`config.mk`:
```
export PLATFORM = sky130hd
export DESIGN_NAME = text_line_scanner_flat
export DESIGN_NICKNAME = d
export VERILOG_FILES = /design/src/rtl/tls_pkg.sv /design/src/rtl/tls_req_if.sv /design/src/rtl/tls_rsp_if.sv /design/src/rtl/tls_in_buf.sv /design/src/rtl/tls_core.sv /design/src/rtl/tls_out_reg.sv /design/src/rtl/text_line_scanner.sv /design/src/flat_wrapper.sv
export VERILOG_INCLUDE_DIRS = /design/src /design/src/rtl
export SDC_FILE = /design/constraint.sdc
export NUM_CORES = 2
export LEC_CHECK = 0
export ABC_AREA = 1
export BUFFER_PORTS_ARGS = -buffer_cell sky130_fd_sc_hd__buf_2
export CORE_MARGIN = 2
export CORE_UTILIZATION = 30
export CTS_BUF_LIST = sky130_fd_sc_hd__clkbuf_8 sky130_fd_sc_hd__clkbuf_16
export DETAILED_ROUTE_END_ITERATION = 8
export GPL_TIMING_DRIVEN = 1
export HOLD_SLACK_MARGIN = 0.05
export MAX_ROUTING_LAYER = met4
export SLEW_MARGIN = 25
export SYNTH_ARGS = -nofsm -noshare
export SYNTH_HDL_FRONTEND = slang
export SYNTH_SLANG_ARGS = --single-unit
```
`constraint.sdc`:
```
create_clock -name clock -period 8.7 [get_ports clock]
set_input_delay 0 -clock clock [delete_from_list [all_inputs] [get_ports clock]]
set_output_delay 0 -clock clock [all_outputs]
set_load 0.02 [all_outputs]
```
`src/rtl/assert_macros.svh`:
```
// Assertion macros shared by the scanner RTL.
`ifndef ASSERT_MACROS_SVH
`define ASSERT_MACROS_SVH

// Condition must hold at every clock edge outside reset.
`define ASSERT_ALWAYS(label, clk, rst, cond) \
   label: assert property (@(posedge clk) disable iff (rst) (cond)) \
      else $error("assertion failed");

// Consequent must hold in the same cycle as the antecedent.
`define ASSERT_IMPLIES(label, clk, rst, ante, cons) \
   label: assert property (@(posedge clk) disable iff (rst) (ante) |-> (cons)) \
      else $error("assertion failed");

// Consequent must hold in the cycle after the antecedent.
`define ASSERT_NEXT(label, clk, rst, ante, cons) \
   label: assert property (@(posedge clk) disable iff (rst) (ante) |=> (cons)) \
      else $error("assertion failed");

`endif

```
`src/rtl/tls_pkg.sv`:
```
// Types and constants of the text line scanner.
`default_nettype none

package tls_pkg;

   localparam int BYTE_W     = 8;
   localparam int LINE_W     = 41;
   localparam int CNT_W      = 25;
   localparam int SPACE_W    = 33;
   localparam int CSR_IDX_W  = 1;
   localparam int CSR_DATA_W = 33;

   // Register indexes of the configuration port
   localparam logic [CSR_IDX_W-1:0] CSR_MAX_LINE_BYTES = 1'd0;
   localparam logic [CSR_IDX_W-1:0] CSR_ANCHOR_SPACING = 1'd1;

   localparam logic [CNT_W-1:0]   RESET_MAX_LINE = 25'd65536;
   localparam logic [SPACE_W-1:0] RESET_SPACING  = 33'd65536;

   // Byte codes
   localparam logic [BYTE_W-1:0] BYTE_LF = 8'h0A;
   localparam logic [BYTE_W-1:0] BYTE_CR = 8'h0D;
   localparam logic [BYTE_W-1:0] BYTE_EF = 8'hEF;
   localparam logic [BYTE_W-1:0] BYTE_BB = 8'hBB;
   localparam logic [BYTE_W-1:0] BYTE_BF = 8'hBF;

   // Result kinds
   localparam logic KIND_ANCHOR = 1'b0;
   localparam logic KIND_TOTALS = 1'b1;

   typedef struct packed {
      logic [BYTE_W-1:0] data_byte;
      logic              is_last;
   } req_type;

   typedef struct packed {
      logic              result_kind;
      logic [LINE_W-1:0] line_number;
      logic [LINE_W-1:0] byte_offset;
      logic [CNT_W-1:0]  longest_line_cols;
   } rsp_type;

endpackage

`default_nettype wire

```
`src/rtl/tls_req_if.sv`:
```
// Byte input channel of the scanner.
`default_nettype none

interface tls_req_if import tls_pkg::*; ();
   logic              valid;
   logic              ready;
   logic [BYTE_W-1:0] data_byte;
   logic              is_last;

   modport source (output valid, output data_byte, output is_last, input ready);
   modport sink   (input valid, input data_byte, input is_last, output ready);
endinterface

`default_nettype wire

```
`src/rtl/tls_rsp_if.sv`:
```
// Result channel of the scanner.
`default_nettype none

interface tls_rsp_if import tls_pkg::*; ();
   logic              valid;
   logic              ready;
   logic              result_kind;
   logic [LINE_W-1:0] line_number;
   logic [LINE_W-1:0] byte_offset;
   logic [CNT_W-1:0]  longest_line_cols;

   modport source (output valid, output result_kind, output line_number,
                   output byte_offset, output longest_line_cols, input ready);
   modport sink   (input valid, input result_kind, input line_number,
                   input byte_offset, input longest_line_cols, output ready);
endinterface

`default_nettype wire

```
`src/rtl/tls_in_buf.sv`:
```
// Two-entry input buffer that registers incoming byte beats.
`default_nettype none
`include "assert_macros.svh"

module tls_in_buf import tls_pkg::*; (
   input  wire logic    clock,
   input  wire logic    reset,
   tls_req_if.sink      req_ch,
   output req_type      head_data,
   output logic         head_valid,
   input  wire logic    head_pop
);

   req_type    slot_ff [2];
   logic       wr_ptr_ff, wr_ptr_in;
   logic       rd_ptr_ff, rd_ptr_in;
   logic [1:0] count_ff, count_in;
   logic       push;

   // Accept while a slot is free; no path from the result side
   assign req_ch.ready = (count_ff != 2'd2);
   assign push         = req_ch.valid && req_ch.ready;
   assign head_valid   = (count_ff != 2'd0);
   assign head_data    = slot_ff[rd_ptr_ff];

   // Advance pointers and count
   always_comb begin
      wr_ptr_in = push ? ~wr_ptr_ff : wr_ptr_ff;
      rd_ptr_in = head_pop ? ~rd_ptr_ff : rd_ptr_ff;
      unique case ({push, head_pop})
         2'b10:   count_in = count_ff + 2'd1;
         2'b01:   count_in = count_ff - 2'd1;
         default: count_in = count_ff;
      endcase
   end

   always_ff @(posedge clock) begin
      if (reset) begin
         wr_ptr_ff <= 1'b0;
         rd_ptr_ff <= 1'b0;
         count_ff  <= 2'd0;
      end else begin
         wr_ptr_ff <= wr_ptr_in;
         rd_ptr_ff <= rd_ptr_in;
         count_ff  <= count_in;
      end
   end

   // Store the beat payload
   always_ff @(posedge clock) begin
      if (push) begin
         slot_ff[wr_ptr_ff] <= '{data_byte: req_ch.data_byte, is_last: req_ch.is_last};
      end
   end

   `ASSERT_ALWAYS(a_count_range, clock, reset, count_ff != 2'd3)
   `ASSERT_IMPLIES(a_pop_nonempty, clock, reset, head_pop, count_ff != 2'd0)

endmodule

`default_nettype wire

```
`src/rtl/tls_core.sv`:
```
// Scan state, configuration registers and per-byte update logic.
`default_nettype none
`include "assert_macros.svh"

module tls_core import tls_pkg::*; #(
   parameter int OFFSET_WIDTH = 40
) (
   input  wire logic                  clock,
   input  wire logic                  reset,
   input  wire logic                  csr_we,
   input  wire logic [CSR_IDX_W-1:0]  csr_index,
   input  wire logic [CSR_DATA_W-1:0] csr_wdata,
   input  wire logic                  head_valid,
   input  req_type                    head_data,
   input  wire logic                  out_free,
   output logic                       head_pop,
   output logic                       res_valid,
   output rsp_type                    res_data
);

   localparam int PW    = OFFSET_WIDTH + 1;
   localparam int CMP_W = (PW > SPACE_W) ? PW : SPACE_W;
   localparam logic [PW-1:0] CAP   = {1'b1, {OFFSET_WIDTH{1'b0}}};
   localparam logic [PW-1:0] ONE   = PW'(1);
   localparam logic [PW-1:0] TWO   = PW'(2);
   localparam logic [PW-1:0] THREE = PW'(3);
   localparam logic [CNT_W-1:0] CNT_ONE = 25'd1;
   localparam logic [CNT_W-1:0] CNT_TWO = 25'd2;

   // Byte order mark tracking
   localparam logic [2:0] MARK_WAIT  = 3'd0;
   localparam logic [2:0] MARK_EF    = 3'd1;
   localparam logic [2:0] MARK_EFBB  = 3'd2;
   localparam logic [2:0] MARK_PLAIN = 3'd3;
   localparam logic [2:0] MARK_SKIP  = 3'd4;

   function automatic logic [PW-1:0] sat_off(input logic [PW-1:0] v);
      return (v < CAP) ? v + ONE : CAP;
   endfunction

   function automatic logic [CNT_W-1:0] sat_cnt(input logic [CNT_W-1:0] v);
      return (v != '1) ? v + CNT_ONE : v;
   endfunction

   // Configuration registers
   logic [CNT_W-1:0]   max_ff;
   logic [SPACE_W-1:0] spacing_ff;

   // Scan state
   logic [2:0]        mark_ff, mark_in;
   logic [PW-1:0]     pos_ff, pos_in;
   logic [PW-1:0]     line_ff, line_in;
   logic [PW-1:0]     start_ff, start_in;
   logic [PW-1:0]     anchor_ff, anchor_in;
   logic [CNT_W-1:0]  lbc_ff, lbc_in;
   logic [CNT_W-1:0]  col_ff, col_in;
   logic [CNT_W-1:0]  longest_ff, longest_in;
   logic              pend_ff, pend_in;
   logic [BYTE_W-1:0] prev_ff, prev_in;

   // Working values
   logic [BYTE_W-1:0] byte_v;
   logic              last_v, is_cont, max_nz, max_ge2;
   logic [PW-1:0]     p_pos, s_pos, s_line, s_start, s_anchor, fin_lines, gap;
   logic [CNT_W-1:0]  p_lbc, p_col, s_lbc, s_col, s_long, col_adj, fin_long;
   logic              p_pend, s_pend, anchor_hit, fin_tail, do_clear, emit;
   logic [BYTE_W-1:0] p_prev;
   logic [2:0]        scan_mark;
   logic              res_kind;
   logic [PW-1:0]     res_line, res_off;
   logic [CNT_W-1:0]  res_long;

   // Pop a byte unless its result would land on a held one
   assign head_pop  = head_valid && (out_free || !emit);
   assign res_valid = head_pop && emit;
   assign res_data  = '{result_kind:       res_kind,
                        line_number:       LINE_W'(res_line),
                        byte_offset:       LINE_W'(res_off),
                        longest_line_cols: res_long};

   always_comb begin
      byte_v  = head_data.data_byte;
      last_v  = head_data.is_last;
      max_nz  = (max_ff != '0);
      max_ge2 = (max_ff >= CNT_TWO);
      is_cont = (byte_v[7:6] == 2'b10);

      // State ahead of the current byte, with held mark bytes folded in
      p_pos  = pos_ff;
      p_lbc  = lbc_ff;
      p_col  = col_ff;
      p_pend = pend_ff;
      p_prev = prev_ff;
      unique case (mark_ff)
         MARK_EF: begin
            p_pos  = ONE;
            p_lbc  = CNT_ONE;
            p_col  = CNT_W'(max_nz);
            p_pend = max_nz;
            p_prev = BYTE_EF;
         end
         MARK_EFBB: begin
            p_pos  = TWO;
            p_lbc  = CNT_TWO;
            p_col  = CNT_W'(max_ge2);
            p_pend = max_ge2;
            p_prev = BYTE_BB;
         end
         default: ;
      endcase
      scan_mark = (mark_ff == MARK_SKIP) ? MARK_SKIP : MARK_PLAIN;

      // Scan the current byte
      s_pos      = sat_off(p_pos);
      s_line     = line_ff;
      s_start    = start_ff;
      s_anchor   = anchor_ff;
      s_long     = longest_ff;
      s_lbc      = p_lbc;
      s_col      = p_col;
      s_pend     = p_pend;
      col_adj    = p_col;
      gap        = s_pos - anchor_ff;
      anchor_hit = 1'b0;
      if (byte_v == BYTE_LF) begin
         // Drop a CR that ends the counted part of the line
         if (p_col != '0 && p_lbc <= max_ff && p_prev == BYTE_CR) begin
            col_adj = p_col - CNT_ONE;
         end
         s_long  = (col_adj > longest_ff) ? col_adj : longest_ff;
         s_lbc   = '0;
         s_col   = '0;
         s_pend  = 1'b0;
         s_line  = sat_off(line_ff);
         s_start = s_pos;
         anchor_hit = !last_v && (s_pos >= anchor_ff) &&
                      (CMP_W'(gap) >= CMP_W'(spacing_ff));
         if (anchor_hit) begin
            s_anchor = s_pos;
         end
      end else begin
         if (p_lbc < max_ff) begin
            if (!is_cont) begin
               s_col  = sat_cnt(p_col);
               s_pend = (byte_v >= 8'hC0);
            end
         end else if (p_lbc == max_ff && is_cont && p_pend) begin
            // Take back a lead byte whose sequence the limit cuts
            if (p_col != '0) begin
               s_col = p_col - CNT_ONE;
            end
            s_pend = 1'b0;
         end
         s_lbc = sat_cnt(p_lbc);
      end

      // Totals when this byte ends the file
      fin_tail  = (s_start < s_pos);
      fin_lines = fin_tail ? sat_off(s_line) : s_line;
      fin_long  = (fin_tail && s_col > s_long) ? s_col : s_long;

      // Hold by default
      mark_in    = mark_ff;
      pos_in     = pos_ff;
      line_in    = line_ff;
      start_in   = start_ff;
      anchor_in  = anchor_ff;
      lbc_in     = lbc_ff;
      col_in     = col_ff;
      longest_in = longest_ff;
      pend_in    = pend_ff;
      prev_in    = prev_ff;
      do_clear   = 1'b0;
      emit       = 1'b0;
      res_kind   = KIND_ANCHOR;
      res_line   = s_line;
      res_off    = s_pos;
      res_long   = s_long;

      priority if (mark_ff == MARK_WAIT && byte_v == BYTE_EF && !last_v) begin
         mark_in = MARK_EF;
      end else if (mark_ff == MARK_EF && byte_v == BYTE_BB && !last_v) begin
         mark_in = MARK_EFBB;
      end else if (mark_ff == MARK_EFBB && byte_v == BYTE_BF) begin
         // Full mark: content starts at offset three
         if (last_v) begin
            emit     = 1'b1;
            do_clear = 1'b1;
            res_kind = KIND_TOTALS;
            res_line = '0;
            res_off  = THREE;
            res_long = longest_ff;
         end else begin
            mark_in   = MARK_SKIP;
            pos_in    = THREE;
            start_in  = THREE;
            anchor_in = THREE;
            prev_in   = BYTE_BF;
         end
      end else if (last_v) begin
         emit     = 1'b1;
         do_clear = 1'b1;
         res_kind = KIND_TOTALS;
         res_line = fin_lines;
         res_off  = (scan_mark == MARK_SKIP) ? THREE : '0;
         res_long = fin_long;
      end else begin
         mark_in    = scan_mark;
         pos_in     = s_pos;
         line_in    = s_line;
         start_in   = s_start;
         anchor_in  = s_anchor;
         lbc_in     = s_lbc;
         col_in     = s_col;
         longest_in = s_long;
         pend_in    = s_pend;
         prev_in    = byte_v;
         emit       = anchor_hit;
      end

      // Start a fresh file after the totals
      if (do_clear) begin
         mark_in    = MARK_WAIT;
         pos_in     = '0;
         line_in    = '0;
         start_in   = '0;
         anchor_in  = '0;
         lbc_in     = '0;
         col_in     = '0;
         longest_in = '0;
         pend_in    = 1'b0;
         prev_in    = '0;
      end
   end

   // Configuration writes
   always_ff @(posedge clock) begin
      if (reset) begin
         max_ff     <= RESET_MAX_LINE;
         spacing_ff <= RESET_SPACING;
      end else if (csr_we) begin
         unique case (csr_index)
            CSR_MAX_LINE_BYTES: max_ff     <= csr_wdata[CNT_W-1:0];
            CSR_ANCHOR_SPACING: spacing_ff <= csr_wdata;
            default: ;
         endcase
      end
   end

   // Advance scan state on each consumed beat
   always_ff @(posedge clock) begin
      if (reset) begin
         mark_ff    <= MARK_WAIT;
         pos_ff     <= '0;
         line_ff    <= '0;
         start_ff   <= '0;
         anchor_ff  <= '0;
         lbc_ff     <= '0;
         col_ff     <= '0;
         longest_ff <= '0;
         pend_ff    <= 1'b0;
         prev_ff    <= '0;
      end else if (head_pop) begin
         mark_ff    <= mark_in;
         pos_ff     <= pos_in;
         line_ff    <= line_in;
         start_ff   <= start_in;
         anchor_ff  <= anchor_in;
         lbc_ff     <= lbc_in;
         col_ff     <= col_in;
         longest_ff <= longest_in;
         pend_ff    <= pend_in;
         prev_ff    <= prev_in;
      end
   end

   `ASSERT_ALWAYS(a_offsets_capped, clock, reset, pos_ff <= CAP && line_ff <= CAP)
   `ASSERT_NEXT(a_totals_clear, clock, reset,
                res_valid && res_kind == KIND_TOTALS,
                pos_ff == '0 && mark_ff == MARK_WAIT)
   `ASSERT_NEXT(a_anchor_at_start, clock, reset,
                res_valid && res_kind == KIND_ANCHOR, anchor_ff == start_ff)

endmodule

`default_nettype wire

```
`src/rtl/tls_out_reg.sv`:
```
// Result register that holds a beat until the consumer takes it.
`default_nettype none
`include "assert_macros.svh"

module tls_out_reg import tls_pkg::*; (
   input  wire logic clock,
   input  wire logic reset,
   input  wire logic res_valid,
   input  rsp_type   res_data,
   output logic      out_free,
   tls_rsp_if.source rsp_ch
);

   logic    valid_ff;
   rsp_type data_ff;

   assign out_free                 = !valid_ff || rsp_ch.ready;
   assign rsp_ch.valid             = valid_ff;
   assign rsp_ch.result_kind       = data_ff.result_kind;
   assign rsp_ch.line_number       = data_ff.line_number;
   assign rsp_ch.byte_offset       = data_ff.byte_offset;
   assign rsp_ch.longest_line_cols = data_ff.longest_line_cols;

   // Load a new result or drop the one taken
   always_ff @(posedge clock) begin
      if (reset) begin
         valid_ff <= 1'b0;
      end else if (res_valid) begin
         valid_ff <= 1'b1;
      end else if (rsp_ch.ready) begin
         valid_ff <= 1'b0;
      end
   end

   always_ff @(posedge clock) begin
      if (res_valid) begin
         data_ff <= res_data;
      end
   end

   `ASSERT_IMPLIES(a_no_overwrite, clock, reset, res_valid, !valid_ff || rsp_ch.ready)

endmodule

`default_nettype wire

```
`src/rtl/text_line_scanner.sv`:
```
// Top level of the text line scanner.
//
//   channel   dir  beat contents                                    handshake
//   req_ch    in   data_byte, is_last                               valid/ready
//   rsp_ch    out  result_kind, line_number, byte_offset,           valid/ready
//                  longest_line_cols
//   csr_*     in   csr_index, csr_wdata                             csr_we
//
// One byte per clock: each byte is taken from a two-entry input buffer and
// updates the registered scan counters as it is popped; the result register follows.
// A result is loaded into the result register once its byte leaves the input buffer.
// A held result stalls scanning only when the byte would produce another one;
// the input stalls once both buffer entries are full.
// Synchronous reset restores the register defaults and starts a new file.
`default_nettype none

module text_line_scanner import tls_pkg::*; #(
   parameter int OFFSET_WIDTH = 40
) (
   input  wire logic                  clock,
   input  wire logic                  reset,
   input  wire logic                  csr_we,
   input  wire logic [CSR_IDX_W-1:0]  csr_index,
   input  wire logic [CSR_DATA_W-1:0] csr_wdata,
   tls_req_if.sink                    req_ch,
   tls_rsp_if.source                  rsp_ch
);

   req_type head_data;
   logic    head_valid;
   logic    head_pop;
   logic    out_free;
   logic    res_valid;
   rsp_type res_data;

   tls_in_buf u_in_buf (
      .clock      (clock),
      .reset      (reset),
      .req_ch     (req_ch),
      .head_data  (head_data),
      .head_valid (head_valid),
      .head_pop   (head_pop)
   );

   tls_core #(
      .OFFSET_WIDTH (OFFSET_WIDTH)
   ) u_core (
      .clock      (clock),
      .reset      (reset),
      .csr_we     (csr_we),
      .csr_index  (csr_index),
      .csr_wdata  (csr_wdata),
      .head_valid (head_valid),
      .head_data  (head_data),
      .out_free   (out_free),
      .head_pop   (head_pop),
      .res_valid  (res_valid),
      .res_data   (res_data)
   );

   tls_out_reg u_out_reg (
      .clock     (clock),
      .reset     (reset),
      .res_valid (res_valid),
      .res_data  (res_data),
      .out_free  (out_free),
      .rsp_ch    (rsp_ch)
   );

endmodule

`default_nettype wire

```
`src/flat_wrapper.sv`:
```
// flat-port wrapper written by rule: the top's interface ports become plain ports
module text_line_scanner_flat import tls_pkg::*;
#(
   parameter int OFFSET_WIDTH = 40
)
  (clock, reset, csr_we, csr_index, csr_wdata, req_ch_valid, req_ch_data_byte, req_ch_is_last, req_ch_ready, rsp_ch_valid, rsp_ch_result_kind, rsp_ch_line_number, rsp_ch_byte_offset, rsp_ch_longest_line_cols, rsp_ch_ready);
  tls_req_if req_ch_i ();
  tls_rsp_if rsp_ch_i ();
  input  wire logic clock;
  input  wire logic reset;
  input  wire logic csr_we;
  input  wire logic [CSR_IDX_W-1:0] csr_index;
  input  wire logic [CSR_DATA_W-1:0] csr_wdata;
  input wire logic [$bits(req_ch_i.valid)-1:0] req_ch_valid;
  input wire logic [$bits(req_ch_i.data_byte)-1:0] req_ch_data_byte;
  input wire logic [$bits(req_ch_i.is_last)-1:0] req_ch_is_last;
  output wire logic [$bits(req_ch_i.ready)-1:0] req_ch_ready;
  output wire logic [$bits(rsp_ch_i.valid)-1:0] rsp_ch_valid;
  output wire logic [$bits(rsp_ch_i.result_kind)-1:0] rsp_ch_result_kind;
  output wire logic [$bits(rsp_ch_i.line_number)-1:0] rsp_ch_line_number;
  output wire logic [$bits(rsp_ch_i.byte_offset)-1:0] rsp_ch_byte_offset;
  output wire logic [$bits(rsp_ch_i.longest_line_cols)-1:0] rsp_ch_longest_line_cols;
  input wire logic [$bits(rsp_ch_i.ready)-1:0] rsp_ch_ready;
  assign req_ch_i.valid = req_ch_valid;
  assign req_ch_i.data_byte = req_ch_data_byte;
  assign req_ch_i.is_last = req_ch_is_last;
  assign req_ch_ready = req_ch_i.ready;
  assign rsp_ch_valid = rsp_ch_i.valid;
  assign rsp_ch_result_kind = rsp_ch_i.result_kind;
  assign rsp_ch_line_number = rsp_ch_i.line_number;
  assign rsp_ch_byte_offset = rsp_ch_i.byte_offset;
  assign rsp_ch_longest_line_cols = rsp_ch_i.longest_line_cols;
  assign rsp_ch_i.ready = rsp_ch_ready;
  text_line_scanner #(.OFFSET_WIDTH(OFFSET_WIDTH)) u_core (.clock(clock), .reset(reset), .csr_we(csr_we), .csr_index(csr_index), .csr_wdata(csr_wdata), .req_ch(req_ch_i), .rsp_ch(rsp_ch_i));
endmodule
```
==> impl_metrics.yaml <==
outcome:
  status: "finished, final reports clean"
detailed_routing:
  drt_iter0_markers: 2996
  vias: 36400
  viasPerCell: 5.11
  avgRoutedWirePerCell_um: 19.4
  drc_errors: 0
  detail_route.first_pass.iterations: 6
  wl_um: 138000
  antenna_left: 0
cells_and_area:
  multiInputGateArea_sq_mm: 0.0206
  num-nets-final: 5789
  area_delta_synth_final_pct: 14.1
  fillers: 12700
  drive_gt1_frac: 0.0928
  stdcell_area_sq_mm: 0.0394
  layout.area.seq_sq_mm: 0.0101
die:
  chipHeight_um: 343
  start_util: 0.302
  ios: 158
  die_x_um: 343
  rows: 124
  dieArea_sq_mm: 0.118
  core-area_sq_mm: 0.114
logic_synthesis:
  synth_fp_nets: 5687
  synth_xor_area_frac: 0.0238
  ys_ff_latch: 441
  synth_cell_type_count: 64
  synthMuxAreaShare: 0
  ys.flop_type: "dfxtp_1"
  yosys.area_share.simple: 0.362
  synth_area_leaders: "dfxtp_1 (18%), nand2_1 (15%), edfxtp_1 (11%)"
  syn_avg_cell_area_sq_um: 6.35
  yosysTopAreaCellShare: 0.183
  synth_top_family_by_area: "simple AND/OR/NAND/NOR gates"
  synth-compound-area-share: 0.135
  synth_edf_count: 126
  synth_commonest_cells: "nand2_1 (1383), inv_1 (738), nor2_1 (675)"
  synth.most_common_cell: "nand2_1"
  ys_seq_area_frac: 0.292
  yosys_warnings: 0
  netlist_instances: 5441
  synth_top_area_cell: "dfxtp_1"
  synth_adder_area_share: 0.0720
  synthArstFlopShare: 0
  netlist_area_sq_mm: 0.0345
timing:
  final_max_slew_viol_count: 0
  setup_viol: 0
  tightest_slew_ps: 1040
  min_period_ps: 7920
  finalHoldViolCount: 0
  slew_headroom: 0.304
  skew_ps: 73.6
  fin_crit_sh: 0.910
  tns_ps: 0
  fin_ws_ps: 782
  fmax_mhz: 126
global_route:
  antenna_found_initial: 4
  grt_pass1_vias: 34400
  busiest_layer: "met2"
  grt_pass1_wl_um: 209000
  grt_util_met2: 0.379
  grt_use_met3: 0.0300
  grtUsageTotal: 0.235
  grt_max_degree: 100
  grt-ovfl-total: 0
  use_met1: 0.304
worst_setup_path:
  cp.required_ps: 9020
  critPathMostFrequentCell: "nand2_1"
  startpoint: "u_core.u_core.mark_ff[2]$_SDFFE_PP0P_"
  critPathMaxFanout: 45
  critPathLaunchType: "register"
  worstSetupPathType: "reg -> reg"
  worstSetupEndpointType: "register"
  r2r-start: "u_core.u_core.mark_ff[2]$_SDFFE_PP0P_"
  slowest_stage: "ha_1"
  critPathMaxStageDelay_ps: 400
  cp_data_arrival_time_ps: 8240
placement:
  place_area_sq_mm: 0.0368
  port_buffers: 157
  gp_congestion: 1.01
  pre_cts_slack_ps: 375
  dp_hpwl_um: 104000
hold_path:
  min-delay-start: "csr_we"
  min_path_type: "in -> reg"
pwr:
  vdd_drop_max_v: 0.000234
  p_per_area_mw_per_mm2: 417
  p_leak_nw: 17.3
clock_tree:
  clk_pin_slew_ps: 60
  root_buffer: "clkbuf_16"
  htreeDepth: 2
  cts_tree: "yes"
  clockBufferDepth: 3
  cts_sinks: 441
  insertion_delay_ps: 700
  numCtsBuffers: 56
flow_run:
  cap_violations: 0
==> cells by family after synthesis <==
family / Yosys count
and+or+nand+nor: 2861
buffers and inverters: 996
AOI/OAI and AO/OA: 851
DFF: 441
adders and majority gates: 198
xor gates and xnor gates: 94
==> power breakdown <==
| part | switching [mW] | internal (mW) |
|---|---|---|
| Combinational | 7.78 | 3.29 |
| Sequential | 0.230 | 2.66 |
| Clock | 1.05 | 1.43 |
==> metal layers <==
metal / part of all wire / up-vias
li1: - / 18000
met1: 0.44 / 16900
met2: 0.46 / 1149
met3: 0.059 / 252
met4: 0.036 / 0
met5: 0 / -
==> state kept, by name, indices dropped and copies added, names as in the netlist, named ones only <==
register	cells
u_core.u_core.anchor_ff	41
u_core.u_core.line_ff	41
u_core.u_core.pos_ff	41
u_core.u_core.start_ff	41
u_core.u_out_reg.rsp_ch.byte_offset	41
u_core.u_out_reg.rsp_ch.line_number	41
u_core.u_core.spacing_ff	33
u_core.u_core.col_ff	25
u_core.u_core.lbc_ff	25
u_core.u_core.longest_ff	25
u_core.u_core.max_ff	25
u_core.u_out_reg.rsp_ch.longest_line_cols	25
u_core.u_in_buf.slot_ff	18
u_core.u_core.prev_ff	8
u_core.u_core.mark_ff	3
u_core.u_in_buf.count_ff	2
u_core.u_core.pend_ff	1
u_core.u_in_buf.rd_ptr_ff	1
u_core.u_in_buf.wr_ptr_ff	1
u_core.u_out_reg.rsp_ch.result_kind	1
u_core.u_out_reg.rsp_ch.valid	1
==> final timing paths <==
kind	endpoint	slack [ps]	depth (start not counted)
hold / removal	u_core.u_core.spacing_ff[11]$_SDFFE_PP0P_	20	3
setup reg to reg	u_core.u_out_reg.rsp_ch.line_number[32]$_DFFE_PP_	780	40
hold reg to reg	u_core.u_core.start_ff[25]$_SDFFE_PP0P_	460	2
setup / recovery	u_core.u_out_reg.rsp_ch.line_number[32]$_DFFE_PP_	780	40
==> layout by cell type, fill, tap and decap left out, types with 12 or more instances in the layout <==
cell           instances
a21oi_1              423
nand3_2               23
dfxtp_1              315
nor3_1                87
o221ai_1              12
o21ai_0              258
or2_2                 16
xnor2_1               13
o21bai_1              17
clkbuf_16             59
o21ai_1               33
nor4_1                22
a21boi_0              12
dlygate4sd3_1         50
o21ai_2               25
nor2_4                17
ha_1                 196
clkbuf_8              12
nand2_1             1381
nor2_1               671
nand4_1              253
inv_2                 19
buf_2                156
nand3_1              300
xor2_1                80
nor2_2                38
buf_4                 62
inv_1                738
edfxtp_1             126
==> worst max-delay path, delay by kind of cell (launching register included) <==
family,cells,cell delay (ps)
and+or+nand+nor,28,4320
DFF,1,370
buffers and inverters,7,1540
xor gates and xnor gates,1,300
adders and majority gates,2,690
AOI/OAI and AO/OA,2,290
==> what timing repair did <==
action | 4_1_cts | 5_1_grt
endpoints found under the setup margin | 0 | 265
endpoints found under the hold margin | 155 | 0
resized for setup | 0 | 26
hold buffers | 50 | 0
buffers inserted | 0 | 2
==> stage by stage <==
| step | cells | hold slack (ps) | total power, mW | utilization |
|---|---|---|---|---|
| 2_1_floorplan | 5441 | 98.9 | 10.3 | - |
| 5_1_grt | 7107 | 67.0 | 17.8 | 0.345 |
| 4_1_cts | 7100 | 59.8 | 16.3 | 0.344 |
| 6_report | 7109 | 19.5 | 16.4 | 0.345 |
| 3_3_place_gp | 6943 | 191 | 13.7 | 0.322 |
| 3_5_place_dp | 6944 | 196 | 13.7 | 0.322 |
==> area by class of cell <==
class / count / area share
antenna: 6 / 0.000381
clock buffer: 71 / 0.0417
clock inverter: 35 / 0.00851
inverter: 762 / 0.0738
multi-input combinational: 4005 / 0.523
sequential: 441 / 0.256
tap: 1512 / 0.0480
timing repair buffer: 277 / 0.0488
Power figures use the tool's default switching activity.
